--- src/sv/pthd_pkg.sv ---
// ----------------------------------------------------------------------------
// pthd_pkg: shared types and constants for the path heading block
// Holds the CORDIC arctangent table, fixed widths and the command word
// that the controller sends to the datapath.
// ----------------------------------------------------------------------------
package pthd_pkg;

  // Extra fractional bits added to the step vector before rotation.
  localparam int GUARD_BITS = 8;
  // Entries in the arctangent table; later iterations are not performed.
  localparam int TABLE_LEN  = 24;
  localparam int TBL_IDX_W  = 5;
  // The angle accumulator counts 2^-32 turn per unit.
  localparam int ACC_W      = 32;

  // Saturation value of the per-path heading counter.
  localparam logic [1:0] HCNT_MAX = 2'd2;

  // Command word from the controller to the datapath.
  typedef struct packed {
    logic                 load;       // capture a point and form the step
    logic                 prep;       // set up the CORDIC vector
    logic                 step;       // one CORDIC iteration
    logic [TBL_IDX_W-1:0] step_idx;   // iteration number
    logic                 push_new;   // send the fresh heading
    logic                 push_last;  // send the stored heading again
  } pthd_cmd_t;

  // atan(2^-i) in units of 2^-32 turn, rounded to nearest.
  function automatic logic [ACC_W-1:0] atan_turn(input logic [TBL_IDX_W-1:0] idx);
    logic [ACC_W-1:0] v;
    case (idx)
      5'd0:    v = 32'd536870912;
      5'd1:    v = 32'd316933406;
      5'd2:    v = 32'd167458907;
      5'd3:    v = 32'd85004756;
      5'd4:    v = 32'd42667331;
      5'd5:    v = 32'd21354465;
      5'd6:    v = 32'd10679838;
      5'd7:    v = 32'd5340245;
      5'd8:    v = 32'd2670163;
      5'd9:    v = 32'd1335087;
      5'd10:   v = 32'd667544;
      5'd11:   v = 32'd333772;
      5'd12:   v = 32'd166886;
      5'd13:   v = 32'd83443;
      5'd14:   v = 32'd41722;
      5'd15:   v = 32'd20861;
      5'd16:   v = 32'd10430;
      5'd17:   v = 32'd5215;
      5'd18:   v = 32'd2608;
      5'd19:   v = 32'd1304;
      5'd20:   v = 32'd652;
      5'd21:   v = 32'd326;
      5'd22:   v = 32'd163;
      5'd23:   v = 32'd81;
      default: v = '0;
    endcase
    return v;
  endfunction

endpackage

--- src/sv/pthd_point_if.sv ---
// ----------------------------------------------------------------------------
// pthd_point_if: path point channel
// Valid/ready channel that carries one path point per word.
// ----------------------------------------------------------------------------
interface pthd_point_if #(
  parameter int COORD_BITS = 32
);
  logic                         valid;
  logic                         ready;
  logic signed [COORD_BITS-1:0] point_x;
  logic signed [COORD_BITS-1:0] point_y;
  logic                         final_point;

  modport source (output valid, output point_x, output point_y, output final_point,
                  input ready);
  modport sink   (input valid, input point_x, input point_y, input final_point,
                  output ready);
endinterface

--- src/sv/pthd_heading_if.sv ---
// ----------------------------------------------------------------------------
// pthd_heading_if: heading channel
// Valid/ready channel that carries one heading word per transfer.
// ----------------------------------------------------------------------------
interface pthd_heading_if #(
  parameter int ANGLE_BITS = 16
);
  logic                         valid;
  logic                         ready;
  logic signed [ANGLE_BITS-1:0] heading;
  logic                         run_end;

  modport source (output valid, output heading, output run_end, input ready);
  modport sink   (input valid, input heading, input run_end, output ready);
endinterface

--- src/sv/pthd_dp.sv ---
// ----------------------------------------------------------------------------
// pthd_dp: path heading datapath
// Previous point, step vector, iterative CORDIC and the heading registers.
// ----------------------------------------------------------------------------
module pthd_dp #(
  parameter int COORD_BITS = 32,
  parameter int ANGLE_BITS = 16
) (
  input  logic                         clk,
  input  pthd_pkg::pthd_cmd_t          cmd,
  input  logic signed [COORD_BITS-1:0] in_x,
  input  logic signed [COORD_BITS-1:0] in_y,
  output logic signed [ANGLE_BITS-1:0] out_heading
);
  import pthd_pkg::*;

  localparam int DW = COORD_BITS + 1;            // step width
  localparam int W  = DW + GUARD_BITS + 3;       // room for CORDIC gain
  localparam logic [ACC_W-1:0] HALF_LSB = ACC_W'(1) << (ACC_W - ANGLE_BITS - 1);
  localparam logic [ACC_W-1:0] HALF_TURN = ACC_W'(1) << (ACC_W - 1);

  logic signed [COORD_BITS-1:0] prev_x_r, prev_y_r;
  logic signed [DW-1:0]         dx_r, dy_r;
  logic signed [W-1:0]          x_r, y_r;
  logic [ACC_W-1:0]             z_r;
  logic                         zero_r;
  logic signed [ANGLE_BITS-1:0] last_heading_r, out_heading_r;

  logic signed [DW-1:0]         dx_nxt, dy_nxt;
  logic signed [W-1:0]          x_ext, y_ext, x_sh, y_sh;
  logic [ACC_W-1:0]             z_round;
  logic [ACC_W-1:0]             atan_val;
  logic signed [ANGLE_BITS-1:0] heading_new;

  assign dx_nxt = {in_x[COORD_BITS-1], in_x} - {prev_x_r[COORD_BITS-1], prev_x_r};
  assign dy_nxt = {in_y[COORD_BITS-1], in_y} - {prev_y_r[COORD_BITS-1], prev_y_r};

  assign x_ext = {{(W-DW){dx_r[DW-1]}}, dx_r} <<< GUARD_BITS;
  assign y_ext = {{(W-DW){dy_r[DW-1]}}, dy_r} <<< GUARD_BITS;

  assign x_sh     = x_r >>> cmd.step_idx;
  assign y_sh     = y_r >>> cmd.step_idx;
  assign atan_val = atan_turn(cmd.step_idx);

  // Round to nearest at the output resolution; the turn wraps naturally.
  assign z_round     = z_r + HALF_LSB;
  assign heading_new = zero_r ? '0 : z_round[ACC_W-1 -: ANGLE_BITS];

  always_ff @(posedge clk) begin
    if (cmd.load) begin
      prev_x_r <= in_x;
      prev_y_r <= in_y;
      dx_r     <= dx_nxt;
      dy_r     <= dy_nxt;
    end
    if (cmd.prep) begin
      // A step pointing left is turned by a half turn into the right half plane.
      zero_r <= (dx_r == '0) && (dy_r == '0);
      if (dx_r[DW-1]) begin
        x_r <= -x_ext;
        y_r <= -y_ext;
        z_r <= HALF_TURN;
      end else begin
        x_r <= x_ext;
        y_r <= y_ext;
        z_r <= '0;
      end
    end
    if (cmd.step) begin
      if (!y_r[W-1]) begin
        x_r <= x_r + y_sh;
        y_r <= y_r - x_sh;
        z_r <= z_r + atan_val;
      end else begin
        x_r <= x_r - y_sh;
        y_r <= y_r + x_sh;
        z_r <= z_r - atan_val;
      end
    end
    if (cmd.push_new) begin
      out_heading_r  <= heading_new;
      last_heading_r <= heading_new;
    end else if (cmd.push_last) begin
      out_heading_r <= last_heading_r;
    end
  end

  assign out_heading = out_heading_r;

endmodule

--- src/sv/pthd_ctrl.sv ---
// ----------------------------------------------------------------------------
// pthd_ctrl: path heading controller
// Sequences point capture, CORDIC iterations and result words, and keeps
// the per-path bookkeeping and the output valid flag.
// ----------------------------------------------------------------------------
module pthd_ctrl #(
  parameter int CORDIC_STEPS = 16
) (
  input  logic                clk,
  input  logic                rst_n,
  input  logic                in_valid,
  input  logic                in_final,
  output logic                in_ready,
  input  logic                out_ready,
  output logic                out_valid,
  output logic                out_run_end,
  output pthd_pkg::pthd_cmd_t cmd
);
  import pthd_pkg::*;

  localparam int NSTEPS = (CORDIC_STEPS < TABLE_LEN) ? CORDIC_STEPS : TABLE_LEN;
  localparam int SW     = $clog2(NSTEPS);
  localparam logic [SW-1:0] LAST_STEP = SW'(NSTEPS - 1);

  typedef enum logic [2:0] {S_IDLE, S_PREP, S_ITER, S_EMIT1, S_EMIT2} state_t;

  state_t        state_r, state_nxt;
  logic          have_prev_r, have_prev_nxt;
  logic [1:0]    hcnt_r, hcnt_nxt;
  logic          fin_r, fin_nxt;
  logic [SW-1:0] step_r, step_nxt;
  logic          out_valid_r, out_valid_nxt;
  logic          out_run_end_r, out_run_end_nxt;
  logic          slot_free;
  logic [1:0]    hcnt_inc;
  logic          repeat_last;

  assign slot_free   = !out_valid_r || out_ready;
  assign hcnt_inc    = (hcnt_r == HCNT_MAX) ? HCNT_MAX : hcnt_r + 2'd1;
  assign repeat_last = fin_r && (hcnt_inc == HCNT_MAX);

  always_comb begin
    state_nxt       = state_r;
    have_prev_nxt   = have_prev_r;
    hcnt_nxt        = hcnt_r;
    fin_nxt         = fin_r;
    step_nxt        = step_r;
    out_valid_nxt   = out_valid_r;
    out_run_end_nxt = out_run_end_r;
    cmd             = '0;
    cmd.step_idx    = TBL_IDX_W'(step_r);
    if (out_valid_r && out_ready) begin
      out_valid_nxt = 1'b0;
    end
    case (state_r)
      S_IDLE: begin
        if (in_valid) begin
          cmd.load = 1'b1;
          if (have_prev_r) begin
            fin_nxt   = in_final;
            state_nxt = S_PREP;
          end else begin
            // A lone final point ends the path with nothing to report.
            have_prev_nxt = !in_final;
          end
        end
      end
      S_PREP: begin
        cmd.prep  = 1'b1;
        step_nxt  = '0;
        state_nxt = S_ITER;
      end
      S_ITER: begin
        cmd.step = 1'b1;
        if (step_r == LAST_STEP) begin
          state_nxt = S_EMIT1;
        end else begin
          step_nxt = step_r + 1'b1;
        end
      end
      S_EMIT1: begin
        if (slot_free) begin
          cmd.push_new    = 1'b1;
          out_valid_nxt   = 1'b1;
          out_run_end_nxt = fin_r && !repeat_last;
          hcnt_nxt        = hcnt_inc;
          if (repeat_last) begin
            state_nxt = S_EMIT2;
          end else begin
            state_nxt = S_IDLE;
            if (fin_r) begin
              have_prev_nxt = 1'b0;
              hcnt_nxt      = '0;
            end
          end
        end
      end
      S_EMIT2: begin
        if (slot_free) begin
          cmd.push_last   = 1'b1;
          out_valid_nxt   = 1'b1;
          out_run_end_nxt = 1'b1;
          have_prev_nxt   = 1'b0;
          hcnt_nxt        = '0;
          state_nxt       = S_IDLE;
        end
      end
      default: begin
        state_nxt = S_IDLE;
      end
    endcase
  end

  always_ff @(posedge clk) begin
    if (!rst_n) begin
      state_r       <= S_IDLE;
      have_prev_r   <= 1'b0;
      hcnt_r        <= '0;
      out_valid_r   <= 1'b0;
      out_run_end_r <= 1'b0;
      fin_r         <= 1'b0;
      step_r        <= '0;
    end else begin
      state_r       <= state_nxt;
      have_prev_r   <= have_prev_nxt;
      hcnt_r        <= hcnt_nxt;
      out_valid_r   <= out_valid_nxt;
      out_run_end_r <= out_run_end_nxt;
      fin_r         <= fin_nxt;
      step_r        <= step_nxt;
    end
  end

  assign in_ready    = (state_r == S_IDLE);
  assign out_valid   = out_valid_r;
  assign out_run_end = out_run_end_r;

endmodule

--- src/sv/path_heading_from_points.sv ---
// ----------------------------------------------------------------------------
// path_heading_from_points: heading of each step along a path
// Each point with a predecessor is captured, sets up the vector, runs the CORDIC
//   iterations and then emits its heading word into the output register. The
//   single shared CORDIC stage takes no new point until the last is through;
//   a final point that repeats its heading emits one more word, and a first
//   point only updates the stored point.
// Reset: synchronous, active low; it clears the path state and the output valid flag.
// ----------------------------------------------------------------------------
module path_heading_from_points #(
  parameter int COORD_BITS   = 32,
  parameter int ANGLE_BITS   = 16,
  parameter int CORDIC_STEPS = 16
) (
  input  logic           clk,
  input  logic           rst_n,
  pthd_point_if.sink     in_chan,
  pthd_heading_if.source out_chan
);
  import pthd_pkg::*;

  // The block keeps the previous point of the current path. Each new point
  // after the first forms the step vector from the previous point, and the
  // datapath rotates that vector onto the positive x axis with a vectoring
  // CORDIC, one iteration per cycle, while the angle accumulator sums the
  // table arctangents. Steps that point left are first turned by a half turn.
  // A step of zero length reports a heading of zero.
  //
  // Path bookkeeping lives in the controller: whether a previous point is
  // held and how many headings the path has produced so far (saturating at
  // two). On the final point, a path that produced at least two headings
  // sends its last heading once more, and the last word of the path carries
  // run_end. After the final point the path state returns to its reset value.
  //
  // The result word sits in an output register, so the block takes the next
  // point while a finished word still waits for the sink.

  pthd_cmd_t cmd;

  pthd_ctrl #(
    .CORDIC_STEPS (CORDIC_STEPS)
  ) u_ctrl (
    .clk         (clk),
    .rst_n       (rst_n),
    .in_valid    (in_chan.valid),
    .in_final    (in_chan.final_point),
    .in_ready    (in_chan.ready),
    .out_ready   (out_chan.ready),
    .out_valid   (out_chan.valid),
    .out_run_end (out_chan.run_end),
    .cmd         (cmd)
  );

  pthd_dp #(
    .COORD_BITS (COORD_BITS),
    .ANGLE_BITS (ANGLE_BITS)
  ) u_dp (
    .clk         (clk),
    .cmd         (cmd),
    .in_x        (in_chan.point_x),
    .in_y        (in_chan.point_y),
    .out_heading (out_chan.heading)
  );

  // The controller issues at most one datapath operation per cycle.
  a_cmd_onehot: assert property (@(posedge clk) disable iff (!rst_n)
    $onehot0({cmd.load, cmd.prep, cmd.step, cmd.push_new, cmd.push_last}))
    else $error("more than one datapath command in a cycle");

  // Vector setup is always followed by the first CORDIC iteration.
  a_prep_then_step: assert property (@(posedge clk) disable iff (!rst_n)
    cmd.prep |=> (cmd.step && cmd.step_idx == '0))
    else $error("CORDIC did not start after setup");

  // A pushed heading is presented to the sink in the next cycle.
  a_push_valid: assert property (@(posedge clk) disable iff (!rst_n)
    (cmd.push_new || cmd.push_last) |=> out_chan.valid)
    else $error("heading word pushed but not presented");

endmodule

--- src/flat_wrapper.sv ---
// flat-port wrapper written by rule: the top's interface ports become plain ports
module path_heading_from_points_flat import pthd_pkg::*;
#(
  parameter int COORD_BITS   = 32,
  parameter int ANGLE_BITS   = 16,
  parameter int CORDIC_STEPS = 16
)
  (clk, rst_n, in_chan_valid, in_chan_point_x, in_chan_point_y, in_chan_final_point, in_chan_ready, out_chan_valid, out_chan_heading, out_chan_run_end, out_chan_ready);
  pthd_point_if #(.COORD_BITS(COORD_BITS)) in_chan_i ();
  pthd_heading_if #(.ANGLE_BITS(ANGLE_BITS)) out_chan_i ();
  input  logic clk;
  input  logic rst_n;
  input wire logic [$bits(in_chan_i.valid)-1:0] in_chan_valid;
  input wire logic [$bits(in_chan_i.point_x)-1:0] in_chan_point_x;
  input wire logic [$bits(in_chan_i.point_y)-1:0] in_chan_point_y;
  input wire logic [$bits(in_chan_i.final_point)-1:0] in_chan_final_point;
  output wire logic [$bits(in_chan_i.ready)-1:0] in_chan_ready;
  output wire logic [$bits(out_chan_i.valid)-1:0] out_chan_valid;
  output wire logic [$bits(out_chan_i.heading)-1:0] out_chan_heading;
  output wire logic [$bits(out_chan_i.run_end)-1:0] out_chan_run_end;
  input wire logic [$bits(out_chan_i.ready)-1:0] out_chan_ready;
  assign in_chan_i.valid = in_chan_valid;
  assign in_chan_i.point_x = in_chan_point_x;
  assign in_chan_i.point_y = in_chan_point_y;
  assign in_chan_i.final_point = in_chan_final_point;
  assign in_chan_ready = in_chan_i.ready;
  assign out_chan_valid = out_chan_i.valid;
  assign out_chan_heading = out_chan_i.heading;
  assign out_chan_run_end = out_chan_i.run_end;
  assign out_chan_i.ready = out_chan_ready;
  path_heading_from_points #(.COORD_BITS(COORD_BITS), .ANGLE_BITS(ANGLE_BITS), .CORDIC_STEPS(CORDIC_STEPS)) u_core (.clk(clk), .rst_n(rst_n), .in_chan(in_chan_i), .out_chan(out_chan_i));
endmodule
--- config.mk ---
export PLATFORM = sky130hd
export DESIGN_NAME = path_heading_from_points_flat
export DESIGN_NICKNAME = d
export VERILOG_FILES = /design/src/sv/pthd_pkg.sv /design/src/sv/pthd_point_if.sv /design/src/sv/pthd_heading_if.sv /design/src/sv/pthd_dp.sv /design/src/sv/pthd_ctrl.sv /design/src/sv/path_heading_from_points.sv /design/src/flat_wrapper.sv
export SDC_FILE = /design/constraint.sdc
export NUM_CORES = 1
export LEC_CHECK = 0
export ABC_AREA = 1
export BUFFER_PORTS_ARGS = -buffer_cell sky130_fd_sc_hd__buf_4
export CAP_MARGIN = 20
export CORE_MARGIN = 2
export CORE_UTILIZATION = 59
export CTS_CLUSTER_DIAMETER = 40
export DETAILED_ROUTE_END_ITERATION = 10
export PLACE_DENSITY = 0.79
export SYNTH_ARGS = -nofsm -noshare
export SYNTH_HDL_FRONTEND = slang
export SYNTH_SLANG_ARGS = --single-unit
--- constraint.sdc ---
create_clock -name clk -period 7.38 [get_ports clk]
set_input_delay 1.107 -clock clk [delete_from_list [all_inputs] [get_ports clk]]
set_output_delay 1.107 -clock clk [all_outputs]
set_load 0.1 [all_outputs]
Word level (Yosys, flattened, before mapping)
Memory sizes are Yosys's and may differ from the RTL's. A register that Yosys moved wholly into a read port is not among the register bits.
Cells that the tools add are included.
{ "totals": {"regBits": 296, "latchBits": 0, "mem_bits_rw": 0, "rom_bits": 960, "inputBits": 69, "output_inout_bits": 19, "mem_count": 1} }
{ "mem_list": {"columns": ["name", "depth", "width", "rd", "rd_ports_with_merged_regs", "write_ports", "line", "rtl"], "rows": [
  ["(name not given)", 32, 30, 1, 1, 0, "pthd_pkg.sv:32", "case (idx)"]
]} }
{ "classes": {"add_sub_neg": 13, "n_mul": 0, "div": 0, "magnitude_cmp": 0, "n_eq_ne": 15, "shifts": 2, "n_mux": 52, "n_bitwise": 0, "n_reduce_logical": 22} }
{ "op_table": {"columns": ["operator", "n"], "rows": [
  ["$mux W44", 8],
  ["$mux W32", 4],
  ["$add A44 B44 Y44", 2],
  ["$neg A41 Y44", 2],
  ["$sshr A44 B4 Y44", 2],
  ["$sub A44 B44 Y44", 2],
  ["$logic_not A33 Y1", 2],
  ["$sub A32 B32 Y33", 2],
  ["$mux W16", 3],
  ["$add A32 B16 Y32 const B", 1],
  ["$add A32 B32 Y32", 1],
  ["$sub A32 B32 Y32", 1],
  ["$mux W1", 18],
  ["$mux W3", 6],
  ["$pmux W3 S5", 1],
  ["$ne A2 B2 Y1 const B", 7],
  ["$mux W2", 5],
  ["$mux W5", 2],
  ["$pmux W4 S2", 1],
  ["$reduce_bool A2 Y1", 4],
  ["$eq A3 B2 Y1 const B", 2],
  ["$reduce_and A3 Y1", 2],
  ["$reduce_and A6 Y1", 1],
  ["$reduce_and A5 Y1", 1],
  ["18 further kinds", 24]
]} }

Depth between registers and ports, before layout
{ "depth": {"depth_word": 8, "depth_mapped": 35} }

By module
Synthesis repeated with hierarchy kept, for this count alone.
{ "unflattened": {"cells_unflattened": 4899, "hier_area_um2": 32075.8} }
{ "by_module_without_submodules": {"columns": ["mod", "n_inst", "cells_each", "area_per_inst_um2", "seq_area_each_um2"], "rows": [
  ["pthd_dp", 1, 4776, 31221.2, 8498.2],
  ["pthd_ctrl", 1, 123, 854.6, 260.2]
]} }

Worst setup path after synthesis
Ideal clock, no wire load.
{ "synth_timing": {"path_type": "reg2reg", "startpoint": "reg u_core.u_ctrl.state_r[0]", "endpoint": "reg u_core.u_ctrl.fin_r", "setup_time_ns": 0.128, "arrival_ns": 8.126, "slack_ns": -0.874, "stages_incl_launch_ff": 9, "cell_sequence": "dfxtp_1 -> inv_1 -> nand2_1 -> nor2_1 -> inv_1 -> nor2_1 -> nand2_1 -> o21ai_0 -> a21oi_1"} }
{ "synth_via": {"elab_chain_len": 2} }
{ "synth_rtl": {"columns": ["element", "line", "rtl"], "rows": [
  ["start, declared", "pthd_ctrl.sv:27", "state_t state_r, state_nxt;"],
  ["start signal, assigned", "pthd_ctrl.sv:124", "state_r <= state_nxt;"],
  ["$logic_not A3 Y1", null, null],
  ["net in_chan_ready", "flat_wrapper.sv:17", "output wire logic [$bits(in_chan_i.ready)-1:0] in_chan_ready;"],
  ["$reduce_and A3 Y1 (no source line)", null, null],
  ["end signal, assigned", "pthd_ctrl.sv:129", "fin_r <= fin_nxt;"],
  ["end, declared", "pthd_ctrl.sv:30", "logic fin_r, fin_nxt;"]
]} }
The timed path passes the listed nets, and every way through them passes these cells.
A chain may end at the register's enable or synchronous reset.

Worst setup path in the final report
{ "layout_timing": {"startpoint": "reg u_core.u_ctrl.step_r[0]", "endpoint": "reg u_core.u_dp.x_r[35] (data pin)"} }
{ "layout_via": {"elab_chain_len": 4, "word_cells_on_any_way": 5, "classes_between": "add/sub: 2; shift: 1; mux: 2"} }
{ "layout_rtl": {"columns": ["element", "line", "rtl"], "rows": [
  ["start, declared", "pthd_ctrl.sv:31", "logic [SW-1:0] step_r, step_nxt;"],
  ["start signal, assigned", "pthd_ctrl.sv:130", "step_r <= step_nxt;"],
  ["$sshr A44 B4 Y44 (*)", "pthd_dp.sv:42", "assign y_sh = y_r >>> cmd.step_idx;"],
  ["$add A44 B44 Y44 / $sub A44 B44 Y44 (equally long branches)", "pthd_dp.sv:71, pthd_dp.sv:75", null],
  ["$mux W44 (*)", "pthd_dp.sv:70", "if (!y_r[W-1]) begin"],
  ["$mux W44 (*)", "pthd_dp.sv:69", "if (cmd.step) begin"],
  ["end signal, assigned", "pthd_dp.sv:64", "x_r <= x_ext;"],
  ["end signal, assigned", "pthd_dp.sv:71", "x_r <= x_r + y_sh;"],
  ["end signal, assigned", "pthd_dp.sv:75", "x_r <= x_r - y_sh;"],
  ["end, declared", "pthd_dp.sv:24", "logic signed [W-1:0] x_r, y_r;"]
]} }
Every way passes the cells marked *; elsewhere a longest branch is shown, timed or not.

==> run_results.csv <==
group,metric,value,unit
finish,finish.instance_area,0.03495,sq mm
timing,max-slew-margin-rel,0.3453,
pwr,p_leak,15.46,nW
critical_path,required_time_of_the_worst_setup_path,7.86,ns
synth,synth_ff_type,"sky130_fd_sc_hd__edfxtp_1",
route,drc,0,
route,detailedRoute.firstIterationViolations,3827,
synth,synth.largest_area_cell,"sky130_fd_sc_hd__edfxtp_1",
die,pin_count,88,
critical_path,worstPathBufferInverterCount,4,
synth,synth_top_area_frac,0.2705,
placed_design,place.detailed.hpwl,84220,microns
global_routing,grt_usage,0.3802,
cts,clockRootBuffer,"sky130_fd_sc_hd__clkbuf_16",
timing,finalMaxSlewViolations,0,
finish,area_growth_syn_to_layout,11.26,%
synth,synth_area,0.03141,sq mm
critical_path,critical_path.most_common_cell,"sky130_fd_sc_hd__nand2_1",
die,core.rowCount,84,
critical_path,cp_max_fo,95,
critical_path,cp-end-kind,"register",
critical_path,cp_data_arrival_time,6.41,ns
global_routing,first_pass_grt_wire_length,167000,microns
finish,antenna-diode-count,0,
cts,tritoncts_clock_tree,"done",
timing,final.period_utilization,0.8045,
min_path,timing.hold.worst.class,"reg -> reg",
synth,most_repeated_cell_in_the_gate_level_netlist_after_synthesis,"sky130_fd_sc_hd__nand2_1",
synth,synth-seq-area-share,0.2979,
critical_path,cp-start-kind,"register",
synth,avgSynthCellArea,6.695,sq um
timing,max_freq,168.4,MHz
critical_path,critical-path-max-stage-delay,0.70,ns
placed_design,dpl_cell_area,0.03255,sq mm
synth,synth_area_leaders,"sky130_fd_sc_hd__edfxtp_1 (27%), sky130_fd_sc_hd__nand2_1 (14%), sky130_fd_sc_hd__nand3_1 (9.2%)",
route,wl,107900,microns
critical_path,critPathKind,"reg -> reg",
timing,timing.final.hold_violations,0,
cts,cts.repair_timing.setup_buffer_count,0,
cts,cts_max_level,3,
synth,synth_fp_nets,4972,
synth,synth_async_sr_flop_share,0,
cts,numCtsBuffers,67,
global_routing,grt_pass1_vias,30690,
timing,worst_slew_pin_slew,0.9821,ns
timing,setup_tns,0,ns
route,detail_route.first_pass.iterations,8,
route,route.vias.total,33380,
finish,drive_gt1_frac,0.05627,
cts,cts-root-to-sink-buffers,3,
global_routing,initial_antenna_violation_count,2,
route,via_per_inst,6.085,
global_routing,grt_start_max_net_pins,96,
cts,worst_skew_pair.late_latency,0.64,ns
die,core_region_area,0.05255,sq mm
timing,unrepaired_setup_endpoints_after_global_routing,"false",
route,antenna_violating_nets_post_route,0,
finish,nets,5023,
die,die_x,234.7,microns
cts,postCtsHoldBufs,0,
cts,cts-resized-gates,0,
synth,number_of_enable_type_register_cells_in_the_synthesized_netlist,283,
synth,ys_ff_latch,326,
die,die_height,234.7,microns
pwr,powerDensity,218.8,mW/mm^2
synth,syn_inst,4692,
cts,clock_sink_count,326,
synth,ys_types,55,
outcome,run_status,"finished, final reports clean",
critical_path,crit_path_top_delay_cell,"sky130_fd_sc_hd__buf_4",
route,post_drt_wl_per_cell,19.67,microns
die,floorplan.die_area,0.05510,sq mm
placed_design,buffer_ports.inserted,87,
cts,clkTransAtPathRegs,0.05,ns
flow_run,drv.max_cap_violation_count,0,
timing,period_needed,5.938,ns
timing,clock_skew,0.03482,ns
synth,synth.yosys.warnings,0,
synth,netlist_top_cells_count,"sky130_fd_sc_hd__nand2_1 (1171), sky130_fd_sc_hd__nand3_1 (578), sky130_fd_sc_hd__inv_1 (493), sky130_fd_sc_hd__nor2_1 (488), sky130_fd_sc_hd__a21oi_1 (359)",
die,initial_cell_density_of_the_core,0.5978,
placed_design,gp_routability_congestion,1.055,
pwr,peakVddDrop,0.1970,mV
global_routing,overflow,0,
timing,setup-violations-final,0,
critical_path,critical-path-top-delay-family,"compound AO/OA/AOI/OAI gates",
## placed cells by master, fill, tap and decap left out, types with 13 or more instances in the layout
| cell | count |
|---|---|
| sky130_fd_sc_hd__a21o_1 | 21 |
| sky130_fd_sc_hd__a21oi_1 | 359 |
| sky130_fd_sc_hd__a31oi_1 | 38 |
| sky130_fd_sc_hd__buf_4 | 110 |
| sky130_fd_sc_hd__clkbuf_16 | 67 |
| sky130_fd_sc_hd__dfxtp_1 | 39 |
| sky130_fd_sc_hd__edfxtp_1 | 283 |
| sky130_fd_sc_hd__ha_1 | 206 |
| sky130_fd_sc_hd__inv_1 | 491 |
| sky130_fd_sc_hd__nand2_1 | 1170 |
| sky130_fd_sc_hd__nand3_1 | 578 |
| sky130_fd_sc_hd__nand3b_1 | 13 |
| sky130_fd_sc_hd__nand4_1 | 47 |
| sky130_fd_sc_hd__nor2_1 | 486 |
| sky130_fd_sc_hd__nor3_1 | 73 |
| sky130_fd_sc_hd__nor4_1 | 33 |
| sky130_fd_sc_hd__o211ai_1 | 23 |
| sky130_fd_sc_hd__o21a_1 | 29 |
| sky130_fd_sc_hd__o21ai_0 | 349 |
| sky130_fd_sc_hd__o21bai_1 | 25 |
| sky130_fd_sc_hd__xnor2_1 | 66 |
| sky130_fd_sc_hd__xor2_1 | 119 |
## cells by family after synthesis
group / after synthesis / synth area share
simple gates: 2437 / 0.3283
compound gates: 900 / 0.1577
buf+inv: 633 / 0.07930
flops: 326 / 0.2979
fa+ha+maj: 211 / 0.08524
xor+xnor: 185 / 0.05158
## area by class of cell
| class | instances | area (sq um) |
|---|---|---|
| fillers | 4729 | 17600 |
| multi-input cells | 3733 | 19590 |
| flip-flops and latches | 326 | 9364 |
| well taps | 688 | 860.8 |
| repair buffers | 111 | 845.8 |
| inverters | 504 | 1892 |
| clock inverters | 49 | 694.4 |
| clock buffers | 75 | 1707 |
## path summary, 6_finish.rpt
path	end	cells after the start	slack, ns	start
worst max register to register	u_core.u_dp.x_r[35]$_DFFE_PP_	26	1.44	u_core.u_ctrl.step_r[0]$_SDFFE_PN0N_
worst max-delay path	u_core.u_dp.x_r[35]$_DFFE_PP_	26	1.44	u_core.u_ctrl.step_r[0]$_SDFFE_PN0N_
worst min register to register	u_core.u_ctrl.hcnt_r[1]$_SDFFE_PN0P_	2	0.46	u_core.u_ctrl.hcnt_r[1]$_SDFFE_PN0P_
worst min-delay path	u_core.u_ctrl.hcnt_r[1]$_SDFFE_PN0P_	2	0.46	u_core.u_ctrl.hcnt_r[1]$_SDFFE_PN0P_
## report_power, final
group / leakage [nW] / internal, W / switching (W)
Clock: 1.16 / 0.00207 / 0.00116
Combinational: 11.3 / 0.000652 / 0.00142
Sequential: 3.02 / 0.00221 / 0.000131
## stage by stage
stage | hold slack, ns | setup WS (ns) | cells | utilization | total power, W
floorplan | 0.4409 | 1.347 | 4692 | - | 0.003728
global placement | 0.4501 | 1.743 | 5362 | 0.6194 | 0.004335
detailed placement | 0.4539 | 1.763 | 5362 | 0.6194 | 0.004351
CTS | 0.4624 | 1.693 | 5486 | 0.6650 | 0.007586
global route | 0.4895 | 1.069 | 5486 | 0.6650 | 0.007953
finish | 0.4629 | 1.442 | 5486 | 0.6650 | 0.007646
## registers in the layout, indices dropped and copies added, names as in the netlist, 2 cells and up
| signal | count |
|---|---|
| u_core.u_dp.dx_r | 33 |
| u_core.u_dp.dy_r | 33 |
| u_core.u_dp.x_r | 44 |
| u_core.u_dp.z_r | 32 |
| u_core.u_dp.last_heading_r | 16 |
| u_core.u_ctrl.hcnt_r | 2 |
| u_core.u_ctrl.state_r | 3 |
| u_core.u_dp.atan_val | 30 |
| u_core.u_dp.y_r | 44 |
| u_core.u_dp.prev_x_r | 32 |
| u_core.u_ctrl.step_r | 4 |
| u_core.u_dp.out_heading | 16 |
| u_core.u_dp.prev_y_r | 32 |
## worst reg2reg max path: cells and delay by family (launching register included)
kind | cells | cell delay, ns
AO/OA/AOI/OAI | 6 | 2.06
AND/OR/NAND/NOR | 12 | 1.40
buffers and inverters | 4 | 1.00
adder cells (fa/ha/maj) | 2 | 0.55
XOR/XNOR | 2 | 0.43
flip-flops | 1 | 0.33
## routing by layer
metal	global-route usage	routed length, microns
met2	0.5760	46240
met1	0.5204	45370
met5	0	32
met3	0.08776	11430
met4	0.1630	4843
No activity file was read; power rests on OpenSTA's default activity.
